File: src/rtl/cds_pkg.sv
// ----------------------------------------------------------------------------
// cds_pkg: shared types, tables and helpers for the calendar date stepper
// Date record, derived-info record, item kinds and the Gregorian month tables.
// ----------------------------------------------------------------------------
package cds_pkg;

    localparam int YEAR_W  = 14;
    localparam int MONTH_W = 7;
    localparam int DAY_W   = 7;
    localparam int DOY_W   = 9;
    localparam int QTR_W   = 3;
    localparam int LEN_W   = 5;

    localparam int IN_DATA_W  = 32;
    localparam int OUT_DATA_W = 56;

    localparam logic [YEAR_W-1:0]  YEAR_MIN   = 14'd1700;
    localparam logic [YEAR_W-1:0]  YEAR_MAX   = 14'd9999;
    localparam logic [YEAR_W-1:0]  YEAR_RESET = 14'd2000;
    localparam logic [MONTH_W-1:0] MONTH_DEC  = 7'd12;
    localparam logic [MONTH_W-1:0] MONTH_FEB  = 7'd2;
    localparam logic [LEN_W-1:0]   FEB_LEAP   = 5'd29;

    // y / 25 as (y * 5243) >> 17, exact for every 14-bit y
    localparam logic [26:0] DIV25_MUL   = 27'd5243;
    localparam int          DIV25_SHIFT = 17;

    typedef enum logic [1:0] {
        KIND_LOAD = 2'd0,
        KIND_NEXT = 2'd1,
        KIND_PREV = 2'd2,
        KIND_READ = 2'd3
    } kind_t;

    typedef struct packed {
        logic [YEAR_W-1:0]  year;
        logic [MONTH_W-1:0] month;
        logic [DAY_W-1:0]   day;
    } date_t;

    typedef struct packed {
        logic              ok;
        logic              leap;
        logic [QTR_W-1:0]  quarter;
        logic [DOY_W-1:0]  day_of_year;
        logic [DOY_W-1:0]  days_left;
    } info_t;

    localparam logic [LEN_W-1:0] MONTH_DAYS [0:12] = '{
        5'd0, 5'd31, 5'd28, 5'd31, 5'd30, 5'd31, 5'd30,
        5'd31, 5'd31, 5'd30, 5'd31, 5'd30, 5'd31
    };

    // days in the months before this one, common year
    localparam logic [DOY_W-1:0] DOY_BASE [0:12] = '{
        9'd0, 9'd0, 9'd31, 9'd59, 9'd90, 9'd120, 9'd151,
        9'd181, 9'd212, 9'd243, 9'd273, 9'd304, 9'd334
    };

    localparam logic [QTR_W-1:0] QUARTER_OF [0:12] = '{
        3'd0, 3'd1, 3'd1, 3'd1, 3'd2, 3'd2, 3'd2,
        3'd3, 3'd3, 3'd3, 3'd4, 3'd4, 3'd4
    };

    function automatic logic is_leap(input logic [YEAR_W-1:0] y);
        logic [26:0]       prod;
        logic [9:0]        quo;
        logic [YEAR_W-1:0] rem;
        logic              div25;
        prod  = 27'(y) * DIV25_MUL;
        quo   = prod[DIV25_SHIFT +: 10];
        rem   = y - YEAR_W'({4'd0, quo} * 14'd25);
        div25 = (rem == '0);
        return (y[1:0] == 2'b00) && (!div25 || (y[3:0] == 4'b0000));
    endfunction

    function automatic logic month_ok(input logic [MONTH_W-1:0] m);
        return (m != '0) && (m <= MONTH_DEC);
    endfunction

    // length of month m in a year with the given leap flag; zero for bad months
    function automatic logic [LEN_W-1:0] month_len(input logic leap,
                                                   input logic [MONTH_W-1:0] m);
        logic [LEN_W-1:0] len;
        if (!month_ok(m))
            len = '0;
        else if ((m == MONTH_FEB) && leap)
            len = FEB_LEAP;
        else
            len = MONTH_DAYS[m[3:0]];
        return len;
    endfunction

    function automatic logic date_valid(input date_t d, input logic leap);
        return (d.year >= YEAR_MIN) && (d.year <= YEAR_MAX) && month_ok(d.month)
            && (d.day != '0) && (d.day <= DAY_W'(month_len(leap, d.month)));
    endfunction

endpackage

File: src/rtl/cds_step.sv
// ----------------------------------------------------------------------------
// cds_step: next-date logic
// Load, step one day forward or back, or hold the stored date.
// ----------------------------------------------------------------------------
module cds_step
(
    input  cds_pkg::kind_t kind,
    input  cds_pkg::date_t load_date,
    input  cds_pkg::date_t cur_date,
    output cds_pkg::date_t next_date
);
    import cds_pkg::*;

    logic  cur_leap;
    logic  cur_ok;
    logic  last_day;
    date_t fwd;
    date_t bwd;

    assign cur_leap = is_leap(cur_date.year);
    assign cur_ok   = date_valid(cur_date, cur_leap);
    assign last_day = (cur_date.day == DAY_W'(month_len(cur_leap, cur_date.month)));

    always_comb
    begin
        fwd = cur_date;
        if (!last_day)
        begin
            fwd.day = cur_date.day + 1'b1;
        end
        else if (cur_date.month != MONTH_DEC)
        begin
            fwd.day   = DAY_W'(1);
            fwd.month = cur_date.month + 1'b1;
        end
        else
        begin
            fwd.day   = DAY_W'(1);
            fwd.month = MONTH_W'(1);
            fwd.year  = (cur_date.year == YEAR_MAX) ? '0 : cur_date.year + 1'b1;
        end
    end

    // back across a month edge: December keeps its length, other months use this year
    always_comb
    begin
        bwd = cur_date;
        if (cur_date.day != DAY_W'(1))
        begin
            bwd.day = cur_date.day - 1'b1;
        end
        else if (cur_date.month != MONTH_W'(1))
        begin
            bwd.month = cur_date.month - 1'b1;
            bwd.day   = DAY_W'(month_len(cur_leap, cur_date.month - 1'b1));
        end
        else
        begin
            bwd.month = MONTH_DEC;
            bwd.day   = DAY_W'(MONTH_DAYS[12]);
            bwd.year  = (cur_date.year == '0) ? YEAR_MAX : cur_date.year - 1'b1;
        end
    end

    always_comb
    begin
        unique case (kind)
            KIND_LOAD: next_date = load_date;
            KIND_NEXT: next_date = cur_ok ? fwd : cur_date;
            KIND_PREV: next_date = cur_ok ? bwd : cur_date;
            KIND_READ: next_date = cur_date;
            default:   next_date = cur_date;
        endcase
    end

endmodule

File: src/rtl/cds_info.sv
// ----------------------------------------------------------------------------
// cds_info: derived date information
// Validity, leap flag, quarter, ordinal day and days left for one date.
// ----------------------------------------------------------------------------
module cds_info
(
    input  cds_pkg::date_t date,
    output cds_pkg::info_t info
);
    import cds_pkg::*;

    logic             leap;
    logic             ok;
    logic [3:0]       midx;
    logic [DOY_W-1:0] doy;
    logic [DOY_W-1:0] total;

    assign leap  = is_leap(date.year);
    assign ok    = date_valid(date, leap);
    assign midx  = ok ? date.month[3:0] : 4'd0;
    assign doy   = DOY_BASE[midx] + DOY_W'(date.day)
                 + DOY_W'(leap && (date.month > MONTH_FEB));
    assign total = leap ? 9'd366 : 9'd365;

    always_comb
    begin
        info.ok          = ok;
        info.leap        = leap;
        info.quarter     = ok ? QUARTER_OF[midx] : '0;
        info.day_of_year = ok ? doy : '0;
        info.days_left   = ok ? total - doy : '0;
    end

endmodule

File: src/rtl/calendar_date_stepper.sv
// ----------------------------------------------------------------------------
// calendar_date_stepper: Gregorian date register with one-day stepping
// Loads, steps forward or back, or reads a stored date and reports its info.
// ----------------------------------------------------------------------------
// Usage:
//   Slave stream s_axis_*: one beat per command. tuser carries the kind
//   (load, next day, previous day, read); tdata carries the date to load.
//   Master stream m_axis_*: one beat per command with the stored date after
//   the command and its derived info (validity, leap, quarter, day of year,
//   days left in the year).
//   The date register updates when a command is accepted; the info logic
//   reads it and fills the output register once that register can load.
//   Throughput: one command per cycle while m_axis_tready is high, set by
//   the date update loop through the next-date logic.
//   Reset: the date returns to 2000-01-01 and both stages empty.
//   Stall: while m_axis_tready is low the output register holds; one more
//   command is taken into the middle stage, then s_axis_tready drops until
//   the result beat drains.
//   Steps on an invalid date leave it unchanged; the year wraps at 9999.
// ----------------------------------------------------------------------------
module calendar_date_stepper
(
    input  logic        clk,
    input  logic        rst_n,

    input  logic        s_axis_tvalid,
    output logic        s_axis_tready,
    input  logic [1:0]  s_axis_tuser,   // [1:0] kind
    input  logic [31:0] s_axis_tdata,   // [13:0] year, [20:14] month, [27:21] day, rest zero

    output logic        m_axis_tvalid,
    input  logic        m_axis_tready,
    // [13:0] cur_year, [20:14] cur_month, [27:21] cur_day, [28] date_ok, [29] leap,
    // [32:30] quarter, [41:33] day_of_year, [50:42] days_left, rest zero
    output logic [55:0] m_axis_tdata
);
    import cds_pkg::*;

    date_t                 date_reg;
    date_t                 date_next;
    date_t                 load_date;
    logic                  pend_reg;
    logic                  out_valid_reg;
    logic [OUT_DATA_W-1:0] out_data_reg;
    info_t                 info;
    logic                  out_load;
    logic                  in_beat;

    // Output register takes a new beat when empty or being drained
    assign out_load      = !out_valid_reg || m_axis_tready;
    assign s_axis_tready = !pend_reg || out_load;
    assign in_beat       = s_axis_tvalid && s_axis_tready;

    assign load_date.year  = s_axis_tdata[13:0];
    assign load_date.month = s_axis_tdata[20:14];
    assign load_date.day   = s_axis_tdata[27:21];

    cds_step u_step
    (
        .kind      (kind_t'(s_axis_tuser)),
        .load_date (load_date),
        .cur_date  (date_reg),
        .next_date (date_next)
    );

    // Info for the date held after the pending command
    cds_info u_info
    (
        .date (date_reg),
        .info (info)
    );

    // Date register: takes the next date on every accepted command
    always_ff @(posedge clk or negedge rst_n)
    begin
        if (!rst_n)
        begin
            date_reg.year  <= YEAR_RESET;
            date_reg.month <= MONTH_W'(1);
            date_reg.day   <= DAY_W'(1);
            pend_reg       <= 1'b0;
        end
        else
        begin
            if (in_beat)
            begin
                date_reg <= date_next;
            end
            if (in_beat)
            begin
                pend_reg <= 1'b1;
            end
            else if (out_load)
            begin
                pend_reg <= 1'b0;
            end
        end
    end

    // Result register
    always_ff @(posedge clk or negedge rst_n)
    begin
        if (!rst_n)
        begin
            out_valid_reg <= 1'b0;
        end
        else if (out_load)
        begin
            out_valid_reg <= pend_reg;
        end
    end

    always_ff @(posedge clk)
    begin
        if (out_load && pend_reg)
        begin
            out_data_reg <= {5'd0, info.days_left, info.day_of_year, info.quarter,
                             info.leap, info.ok, date_reg.day, date_reg.month,
                             date_reg.year};
        end
    end

    assign m_axis_tvalid = out_valid_reg;
    assign m_axis_tdata  = out_data_reg;

endmodule
File: config.mk
export PLATFORM = sky130hd
export DESIGN_NAME = calendar_date_stepper
export DESIGN_NICKNAME = d
export VERILOG_FILES = /design/src/rtl/cds_pkg.sv /design/src/rtl/cds_step.sv /design/src/rtl/cds_info.sv /design/src/rtl/calendar_date_stepper.sv
export SDC_FILE = /design/constraint.sdc
export NUM_CORES = 1
export LEC_CHECK = 0
export BUFFER_PORTS_ARGS = -buffer_cell sky130_fd_sc_hd__buf_2
export CAP_MARGIN = 20
export CORE_ASPECT_RATIO = 0.8
export CORE_MARGIN = 2
export CORE_UTILIZATION = 50
export DETAILED_ROUTE_END_ITERATION = 7
export PLACE_DENSITY = 0.67
export SYNTH_ARGS = -nofsm -noshare
export SYNTH_HDL_FRONTEND = slang
export SYNTH_HIERARCHICAL = 1
export SYNTH_SLANG_ARGS = --single-unit
export TNS_END_PERCENT = 100
File: constraint.sdc
create_clock -name clk -period 17.1 [get_ports clk]
set_input_delay 3.42 -clock clk [delete_from_list [all_inputs] [get_ports clk]]
set_output_delay 3.42 -clock clk [all_outputs]
set_load 0.02 [all_outputs]
==> Word-level counts from Yosys, hierarchy flattened <==
Memories as Yosys holds them, arrays and structs flattened. A register that Yosys moved wholly into a read port is not among the register bits.
Index checks and enable logic that the tools add are counted.
{ "word_totals": {"regBits": 81, "latch_bits": 0, "ramBits": 0, "mem_bits_ro": 352, "in_bits": 38, "out_inout_bits": 58, "wordCells": 112, "memories": 4} }
{ "classes": {"add_sub_neg": 10, "mul": 2, "div_mod_pow": 0, "n_lt_le_gt_ge": 9, "eq_ne": 16, "n_shift": 0, "mux": 29, "bitwise": 4, "reduce_logical": 31} }
{ "mem_list": {"columns": ["memory", "words", "width", "read_ports", "rd_ports_with_merged_regs", "wr", "line", "rtl"], "rows": [
  ["(name not given)", 16, 9, 1, 0, 0, "cds_info.sv:21", "assign doy = DOY_BASE[midx] + DOY_W'(date.day)"],
  ["(name not given)", 16, 5, 1, 0, 0, "cds_pkg.sv:90", "len = MONTH_DAYS[m[3:0]];"],
  ["(name not given)", 16, 5, 1, 0, 0, "cds_pkg.sv:90", null],
  ["(name not given)", 16, 3, 1, 1, 0, "cds_info.sv:29", "info.quarter = ok ? QUARTER_OF[midx] : '0;"]
]} }
{ "op_table": {"columns": ["operator", "n"], "rows": [
  ["$mux W14", 6],
  ["$pmux W28 S3", 1],
  ["$mux W28", 2],
  ["$mux W21", 2],
  ["$mux W5", 8],
  ["$logic_not A14 Y1", 2],
  ["$mul A14 B13 Y27 const B", 1],
  ["$reduce_bool A7 Y1", 3],
  ["$mux W9", 2],
  ["$ge A5 B5 Y1 const B", 3],
  ["$not A4 Y5", 3],
  ["$add A14 B1 Y14 const B", 1],
  ["$add A7 B1 Y7 const B", 2],
  ["$eq A14 B14 Y1 const B", 1],
  ["$eq A7 B2 Y1 const B", 2],
  ["$ge A14 B11 Y1 const B", 1],
  ["$le A14 B14 Y1 const B", 1],
  ["$le A7 B4 Y1 const B", 2],
  ["$mul A10 B5 Y14 const B", 1],
  ["$mux W7", 2],
  ["$ne A7 B1 Y1 const B", 2],
  ["$sub A14 B1 Y14 const B", 1],
  ["$sub A14 B14 Y14", 1],
  ["$sub A7 B1 Y7 const B", 2],
  ["other kinds (25)", 49]
]} }

==> Longest topological paths before layout <==
Gate-level depths: netlist of run 1.
{ "logic_depth": {"ltp_word": 20, "ltp_mapped": 61, "mapped_depth_nobuf": 61} }

==> Cells and area by module <==
Netlist of run 1, hierarchy kept.
{ "by_module_without_submodules": {"columns": ["module", "n_inst", "cells_per_inst", "area_per_inst_um2", "seq_area_each_um2"], "rows": [
  ["cds_step", 1, 928, 7592.3, 0.0],
  ["cds_info", 1, 691, 6134.6, 0.0],
  ["calendar_date_stepper", 1, 223, 3226.8, 2292.2]
]} }

==> Least setup slack after synthesis of run 1 <==
OpenSTA, ideal clock, no wires.
{ "synth_path": {"kind": "register to register", "startpoint": "register date_reg[25] in the netlist's numbering", "endpoint": "register out_data_reg[50] (netlist: m_axis_tdata[50]), data pin", "setup_time_ns": 0.268, "arrival_ns": 12.768, "path_slack_ns": 4.064, "stages_incl_launch_ff": 62, "n_path_buf": 2, "path_cell_list": "dfrtp_1 > inv_1 > fa_1 > inv_1 > ha_1 > inv_1 > fa_1 > inv_1 > fa_1 > inv_1 > fa_1 > inv_1 > ha_1 > and2_1 > a22o_1 > o31a_1 > o21ai_1 > a21boi_0 > [... 26 more ...] > buf_1 > nor2_1 > ha_1 > nor2_1 > o21ai_0 > fa_1 > inv_1 > fa_1 > a21o_1 > a21oi_1 > o21bai_1 > a21oi_1 > nor2b_1 > o21ai_0 > xnor2_1 > mux2_1 > nor3_1 > nor3b_2"} }
{ "synth_between": {"elab_chain_cells": 20, "elab_cells_between_ends": 27} }
{ "synth_rtl": {"columns": ["item", "line", "rtl"], "rows": [
  ["from (decl)", "calendar_date_stepper.sv:39", "date_t date_reg;"],
  ["from (signal assigned)", "calendar_date_stepper.sv:87", "date_reg <= date_next;"],
  ["$mul A14 B13 Y27", "cds_pkg.sv:70", "prod = 27'(y) * DIV25_MUL;"],
  ["$mul A10 B5 Y14", "cds_pkg.sv:72", "rem = y - YEAR_W'({4'd0, quo} * 14'd25);"],
  ["$sub A14 B14 Y14", "cds_pkg.sv:72", null],
  ["$logic_not A14 Y1", "cds_pkg.sv:73", "div25 = (rem == '0);"],
  ["$logic_not A1 Y1", "cds_pkg.sv:74", "return (y[1:0] == 2'b00) && (!div25 || (y[3:0] == 4'b0000));"],
  ["$logic_or A1 B1 Y1", "cds_pkg.sv:74", null],
  ["$logic_and A1 B1 Y1", "cds_pkg.sv:74", null],
  ["$logic_and A1 B1 Y1", "cds_pkg.sv:87", "else if ((m == MONTH_FEB) && leap)"],
  ["[... 3 more ...]", null, null],
  ["$logic_and A1 B1 Y1", null, null],
  ["$mux W4", "cds_info.sv:20", "assign midx = ok ? date.month[3:0] : 4'd0;"],
  ["$not A4 Y5 (implied by the code)", "cds_info.sv:21", null],
  ["$mem_v2 Z16 W9", null, null],
  ["$mux W9 (implied by the code) (2 in a row)", "cds_info.sv:21", null],
  ["$add A9 B7 Y9", "cds_info.sv:21", null],
  ["$add A9 B1 Y9", "cds_info.sv:22", "+ DOY_W'(leap && (date.month > MONTH_FEB));"],
  ["$sub A9 B9 Y9", "cds_info.sv:31", "info.days_left = ok ? total - doy : '0;"],
  ["to (signal assigned)", "calendar_date_stepper.sv:117", "out_data_reg <= {5'd0, info.days_left, info.day_of_year, info.quarter,"],
  ["to (decl)", "calendar_date_stepper.sv:44", "logic [OUT_DATA_W-1:0] out_data_reg;"]
]} }
Several ways; a longest one is shown, not always the timed one. The select of a mux whose other input is x is not followed.
A chain may end at the register's enable or synchronous reset.

==> flow_metrics.py, run 1 <==
metrics = {
    "detailed_routing": {
        "wl_mm": 42.4,
        "drc_errors": 0,
        "vias": 13327,
        "ant_nets": 0,
        "via_per_inst": 5.69,
        "wl_per_cell_um": 18.1,
        "drt_pass1_iterations": 6,
        "drt_iter0_drc": 939,
    },
    "clock_tree": {
        "ctsHtreeMaxLevel": 3,
        "cts_tree": "built",
        "post_cts_buffers": 0,
        "clock-root-buffer": "clkbuf_16",
        "clock-sinks": 81,
        "cts_buffers": 9,
        "clk_latency_ns": 0.33,
        "clk_path_buf_depth": 2,
        "cts.repair.resized": 0,
        "postCtsHoldBufs": 0,
        "clk_pin_slew_worst_paths_ns": 0.06,
    },
    "synth": {
        "yosys_warnings": 6,
        "async_flop_share_pct": 37.0,
        "yosysSeqAreaShare_pct": 13.5,
        "synth.distinct_cells": 107,
        "syn_area_per_cell_um2": 9.20,
        "synth-edff-count": 51,
        "synth_seq_cells": 81,
        "synth_ff_type": "edfxtp_1",
        "syn_inst": 1842,
        "synth_area_um2": 17000,
    },
    "grt": {
        "antenna_found_initial": 0,
        "grt_overflow": 0,
        "grt_start_max_net_pins": 58,
        "grt_pass1_vias": 13174,
        "grt_pass1_wl_mm": 69.1,
        "grt_util_all_layers_pct": 24.5,
    },
    "setup_path": {
        "critPathKind": "reg2reg",
        "slowest_delay_ns": 0.89,
        "cpMaxStageDelayCell": "dfstp_2",
        "critPathLaunchType": "register",
        "end_kind": "register",
        "crit_fanout": 22,
        "cp.required_ns": 17.15,
        "arrival_ns": 15.34,
        "crit_top_cell": "fa_1",
    },
    "timing": {
        "slew-limit-headroom_pct": 31.3,
        "clock.fmax_mhz": 65.4,
        "finalCritPeriodShare_pct": 89.4,
        "drv_slew": 0,
        "min_period_ns": 15.29,
        "tightestPinTransition_ns": 1.03,
        "tns_ns": 0,
        "fin_ws_ns": 1.81,
        "setup_viol": 0,
        "grt_setup_unrepaired": "false",
        "fin_skew_ns": 0.00877,
        "hold_viol": 0,
    },
    "floorplan": {
        "dieArea_um2": 35400,
        "core_area_um2": 33500,
        "start_util_pct": 50.6,
        "io_pins": 96,
        "die_h_um": 169,
        "rows": 60,
        "die_w_um": 210,
    },
    "cells_and_area": {
        "drive_above_1_share_pct": 9.06,
        "layout.nets": 2446,
        "diodes": 0,
        "area_growth_pct": 6.66,
        "largest_reg_flops": 51,
        "postLayoutCellArea_um2": 18100,
    },
    "place": {
        "dp_hpwl_mm": 33.7,
        "io_buffers": 86,
        "place_ws_ns": 1.88,
        "postPlaceCellArea_um2": 17700,
        "gp_congestion": 0.909,
    },
    "job": {
        "max_cap_violations": 0,
    },
    "min_path": {
        "min_path_type": "reg2reg",
    },
    "outcome": {
        "status": "finished, final reports clean",
    },
}
[final timing paths]
| check | from | to | slack (ns) | cells after the start |
|---|---|---|---|---|
| hold reg to reg | date_reg[0]$_DFFE_PN1P_ | date_reg[0]$_DFFE_PN1P_ | 0.68 | 2 |
| min in group asynchronous | rst_n | date_reg[3]$_DFFE_PN0P_ | 3.13 | 1 |
| hold / removal | date_reg[0]$_DFFE_PN1P_ | date_reg[0]$_DFFE_PN1P_ | 0.68 | 2 |
| max in group asynchronous | rst_n | date_reg[25]$_DFFE_PN0P_ | 13.53 | 1 |
| setup / recovery | date_reg[18]$_DFFE_PN1P_ | m_axis_tdata[49]$_DFFE_PP_ | 1.81 | 57 |
| setup reg to reg | date_reg[18]$_DFFE_PN1P_ | m_axis_tdata[49]$_DFFE_PP_ | 1.81 | 57 |
[through the flow]
step | hold slack, ns | util (%) | std cells
final | 0.679 | 54.0 | 2343
after global routing | 0.693 | 54.0 | 2343
after CTS | 0.677 | 53.9 | 2342
after detailed placement | 0.669 | 53.0 | 2326
after global placement | 0.655 | 53.0 | 2326
after floorplan | 0.521 | - | 1846
[layout make-up]
cell class              instances  area (um^2)
repair buffers                104          578
clock buffers                   9          225
flip-flops and latches         81         2290
multi-input cells            1397        13200
clock inverters                 7         93.8
fillers                      3045        15400
well taps                     434          543
inverters                     311         1170
[critical path, delay by kind of cell, from the launching register on]
kind            cells  cell delay [ns]
flops               1             0.89
fa+ha+maj          15             5.83
buf+inv             8             0.96
simple gates       11             2.54
compound gates     21             4.37
xor+xnor            2             0.38
[cells in the final DEF, fill, tap and decap left out, types with 33 or more instances in the layout]
cell type  Yosys  layout
a21oi_1       88      88
xnor2_1       58      58
inv_1        309     309
nor2_1        90      90
o21ai_0       59      59
ha_1         343     343
nand2b_1      37      37
fa_1         161     161
nand2_1      121     121
o211ai_1      43      43
buf_2          9      86
edfxtp_1      51      51
nor3_1        33      33
[cell usage after synthesis, types with 4 or more instances]
cell type | n | area [um^2]
ha_1 | 343 | 4290
inv_1 | 309 | 1160
fa_1 | 161 | 3220
nand2_1 | 121 | 454
nor2_1 | 90 | 338
a21oi_1 | 88 | 440
o21ai_0 | 59 | 295
xnor2_1 | 58 | 508
edfxtp_1 | 51 | 1530
o211ai_1 | 43 | 323
nand2b_1 | 37 | 231
nor3_1 | 33 | 165
nand4b_1 | 28 | 245
nand3_1 | 25 | 125
clkbuf_1 | 22 | 82.6
dfrtp_1 | 22 | 551
and2_1 | 21 | 131
xor2_1 | 20 | 175
nand4_1 | 19 | 119
buf_4 | 17 | 128
a211oi_1 | 15 | 113
nor2b_1 | 15 | 93.8
a21o_1 | 14 | 105
o21a_1 | 13 | 97.6
and3_1 | 11 | 68.8
a31oi_1 | 10 | 62.6
buf_2 | 9 | 45.0
or3_1 | 9 | 56.3
dfstp_2 | 8 | 210
nor4_1 | 7 | 43.8
o21ai_1 | 7 | 35.0
o21bai_1 | 7 | 52.6
o22ai_1 | 7 | 43.8
mux2i_1 | 6 | 60.1
or2_2 | 6 | 37.5
a211o_1 | 5 | 43.8
a21boi_0 | 5 | 37.5
and4_1 | 5 | 43.8
buf_6 | 5 | 56.3
or4_1 | 5 | 37.5
nor3b_1 | 4 | 30.0
o2111ai_1 | 4 | 35.0
o211a_1 | 4 | 40.0
o221ai_1 | 4 | 35.0
o31ai_1 | 4 | 30.0
[cell families (layout without fill, tap and decap cells)]
kind of cell	after synthesis	count (layout)	synth area share (%)
simple gates	456	456	14.5
buf+inv	368	431	8.82
flops	81	81	13.5
other cells	1	5	0.0221
fa+ha+maj	505	505	44.4
xor+xnor	79	79	4.13
mux	11	11	0.775
compound gates	341	341	13.9
[layer usage]
layer	track usage [%]	share of wire [%]	wire length [um]
met1	35.9	47	20000
met2	38.4	44	18700
met3	2.65	6.1	2590
met4	6.66	2.5	1040
met5	0	0	0
Power of run 1 is not shown: default switching activity piles up to over one toggle a cycle in this logic, so the estimate is an artifact.
==> inputs of run 2 (changes only) <==
--- a/config.mk
+++ b/config.mk
@@ -5,11 +5,13 @@
 export SDC_FILE = /design/constraint.sdc
 export NUM_CORES = 1
 export LEC_CHECK = 0
+export ABC_AREA = 1
 export BUFFER_PORTS_ARGS = -buffer_cell sky130_fd_sc_hd__buf_2
 export CAP_MARGIN = 20
 export CORE_ASPECT_RATIO = 0.8
 export CORE_MARGIN = 2
 export CORE_UTILIZATION = 50
+export CTS_CLUSTER_SIZE = 30
 export DETAILED_ROUTE_END_ITERATION = 7
 export PLACE_DENSITY = 0.67
 export SYNTH_ARGS = -nofsm -noshare
==> run 2 against run 1 <==
Largest cell class unchanged. Hold slack got worse by 0.12 ns. Via count is 1.4% higher. First-iteration DRC count rose by 20%. Non-clock buffer count shrank 6.
==> flow_metrics.py, run 2 <==
metrics = {
    "synth": {
        "synth_area_um2": 16700,
        "synth-edff-count": 51,
        "synth_top_family_by_area": "adder cells",
        "yosys.area_share.simple_pct": 18.7,
        "synth.most_common_cell": "inv_1",
        "syn_inst": 2013,
        "syn_area_per_cell_um2": 8.30,
        "synth_commonest_cells": "422 x inv_1, 343 x ha_1, 328 x nand2_1",
        "yosys_warnings": 6,
        "async_flop_share_pct": 37.0,
        "synthAdderAreaFrac_pct": 45.0,
        "ys_top_cells_by_area": "ha_1 26%, fa_1 19%, inv_1 9.5%, edfxtp_1 9.2%, nand2_1 7.4%",
        "synth_seq_cells": 81,
        "synth_ff_type": "edfxtp_1",
        "synthXorXnorAreaFrac_pct": 3.54,
        "yosysSeqAreaShare_pct": 13.7,
        "synth.distinct_cells": 67,
        "synth-compound-area-share_pct": 8.07,
        "synth_top_cell_area_share_pct": 25.7,
        "synth_top_cell_by_area": "ha_1",
        "synthMuxAreaShare_pct": 0,
    },
    "outcome": {
        "status": "finished, final reports clean",
    },
    "timing": {
        "finalCritPeriodShare_pct": 79.8,
        "clock.fmax_mhz": 73.3,
        "fin_skew_ns": 0.00692,
        "tightestPinTransition_ns": 0.901,
        "grt_setup_unrepaired": "false",
        "setup_viol": 0,
        "min_period_ns": 13.64,
        "drv_slew": 0,
        "slew-limit-headroom_pct": 39.8,
        "tns_ns": 0,
        "hold_viol": 0,
    },
    "detailed_routing": {
        "vias": 13514,
        "drc_errors": 0,
        "ant_nets": 0,
        "drt_pass1_iterations": 6,
        "via_per_inst": 5.35,
        "drt_iter0_drc": 1125,
        "wl_per_cell_um": 16.3,
        "wl_mm": 41.2,
    },
    "floorplan": {
        "die_h_um": 168,
        "start_util_pct": 51.1,
        "dieArea_um2": 34900,
        "io_pins": 96,
        "core_area_um2": 32700,
        "rows": 59,
        "die_w_um": 208,
    },
    "setup_path": {
        "critPathKind": "reg2reg",
        "critPathLaunchType": "register",
        "arrival_ns": 13.72,
        "cpMaxStageDelayCell": "dfstp_2",
        "crit_top_cell": "nand2_1",
        "crit_fanout": 22,
        "slowest_delay_ns": 1.05,
        "cp.required_ns": 17.18,
        "end_kind": "register",
        "r2r_slack_ns": 3.46,
    },
    "cells_and_area": {
        "largest_reg_flops": 51,
        "final_cell_mix": "422 x inv_1, 343 x ha_1, 328 x nand2_1, 161 x fa_1, 122 x nor2_1",
        "final_common_cell": "inv_1",
        "layout.nets": 2636,
        "diodes": 0,
        "drive_above_1_share_pct": 9.62,
        "area_growth_pct": 6.85,
    },
    "clock_tree": {
        "postCtsHoldBufs": 0,
        "ctsHtreeMaxLevel": 3,
        "clk_latency_ns": 0.33,
        "clock-sinks": 81,
        "cts_buffers": 9,
        "cts_tree": "built",
        "cts.repair.resized": 0,
        "clock-root-buffer": "clkbuf_16",
        "post_cts_buffers": 0,
        "clk_pin_slew_worst_paths_ns": 0.06,
        "clk_path_buf_depth": 2,
    },
    "place": {
        "gp_congestion": 0.948,
        "io_buffers": 86,
        "dp_hpwl_mm": 34.1,
    },
    "grt": {
        "use_met3_pct": 2.76,
        "grt_overflow": 0,
        "grtUsageMet2_pct": 39.1,
        "met1_usage_pct": 35.5,
        "grt_start_max_net_pins": 42,
        "grt_pass1_vias": 13244,
        "top_usage_layer": "met2",
        "grt_util_all_layers_pct": 24.3,
        "grt_pass1_wl_mm": 68.3,
        "antenna_found_initial": 0,
    },
    "min_path": {
        "min_path_type": "reg2reg",
    },
    "job": {
        "max_cap_violations": 0,
    },
}
[run 2: changes by cell type after synthesis, moves of 12 or more]
| cell | previous run | this run |
|---|---|---|
| a21oi_1 | 88 | 76 |
| nor2b_1 | 15 | 0 |
| and2_1 | 21 | 2 |
| nand2b_1 | 37 | 0 |
| nand3_1 | 25 | 99 |
| xnor2_1 | 58 | 19 |
| xor2_1 | 20 | 43 |
| nand2_2 | 1 | 15 |
| nor2_1 | 90 | 122 |
| nand4b_1 | 28 | 0 |
| nand2_1 | 121 | 328 |
| o211ai_1 | 43 | 13 |
| nor3_1 | 33 | 21 |
| inv_1 | 309 | 422 |
[run 2: logic make-up (layout without fill, tap and decap cells)]
kind of cell,count (synthesis),after routing
flip-flops,81,81
AND/OR/NAND/NOR,676,676
XOR/XNOR,65,65
AO/OA/AOI/OAI,220,220
buffers and inverters,466,548
other,1,5
adder cells (fa/ha/maj),504,504
[run 2: final timing paths]
| check | startpoint | to | depth (start not counted) |
|---|---|---|---|
| max | date_reg[24]$_DFFE_PN1P_ | m_axis_tdata[49]$_DFFE_PP_ | 66 |
| min | pend_reg$_DFFE_PN0P_ | m_axis_tvalid$_DFFE_PN0P_ | 2 |
| max reg2reg | date_reg[24]$_DFFE_PN1P_ | m_axis_tdata[49]$_DFFE_PP_ | 66 |
| min reg2reg | pend_reg$_DFFE_PN0P_ | m_axis_tvalid$_DFFE_PN0P_ | 2 |
| max in group asynchronous | rst_n | pend_reg$_DFFE_PN0P_ | 1 |
| min in group asynchronous | rst_n | date_reg[6]$_DFFE_PN0P_ | 1 |
[run 2: critical path: cells and delay by family, from the launching register on]
kind,cells,cell delay [ns]
AOI/OAI and AO/OA,9,1.46
xor gates and xnor gates,1,0.30
adders and majority gates,15,5.96
buffers and inverters,11,0.87
DFF,1,1.05
and+or+nand+nor,30,3.73
[run 2: routing by layer]
| metal | share of wire [%] | wire length (um) |
|---|---|---|
| met2 | 44 | 18300 |
| met4 | 1.6 | 647 |
| met3 | 7.0 | 2860 |
| met1 | 47 | 19400 |
| met5 | 0 | 0 |
[run 2: area by class of cell]
type,count,area (um^2)
clock buffer,9,225
clock inverter,7,45.0
fill,3083,14800
inverter,434,1640
multi-input combinational,1470,12600
sequential,81,2290
tap,427,534
timing repair buffer,98,520
[run 2: per-stage QoR]
| stage | area (um^2) | worst slack [ns] | cells | util, % | hold WS, ns |
|---|---|---|---|---|---|
| 2_1_floorplan | 16700 | 5.26 | 2017 | - | 0.469 |
| 3_3_place_gp | 17600 | 3.70 | 2510 | 53.8 | 0.514 |
| 3_5_place_dp | 17600 | 3.56 | 2510 | 53.8 | 0.538 |
| 4_1_cts | 17900 | 3.53 | 2526 | 54.6 | 0.552 |
| 5_1_grt | 17900 | 2.42 | 2526 | 54.6 | 0.576 |
| 6_report | 17900 | 3.46 | 2526 | 54.6 | 0.554 |
Power of run 2 is left out for the same reason.
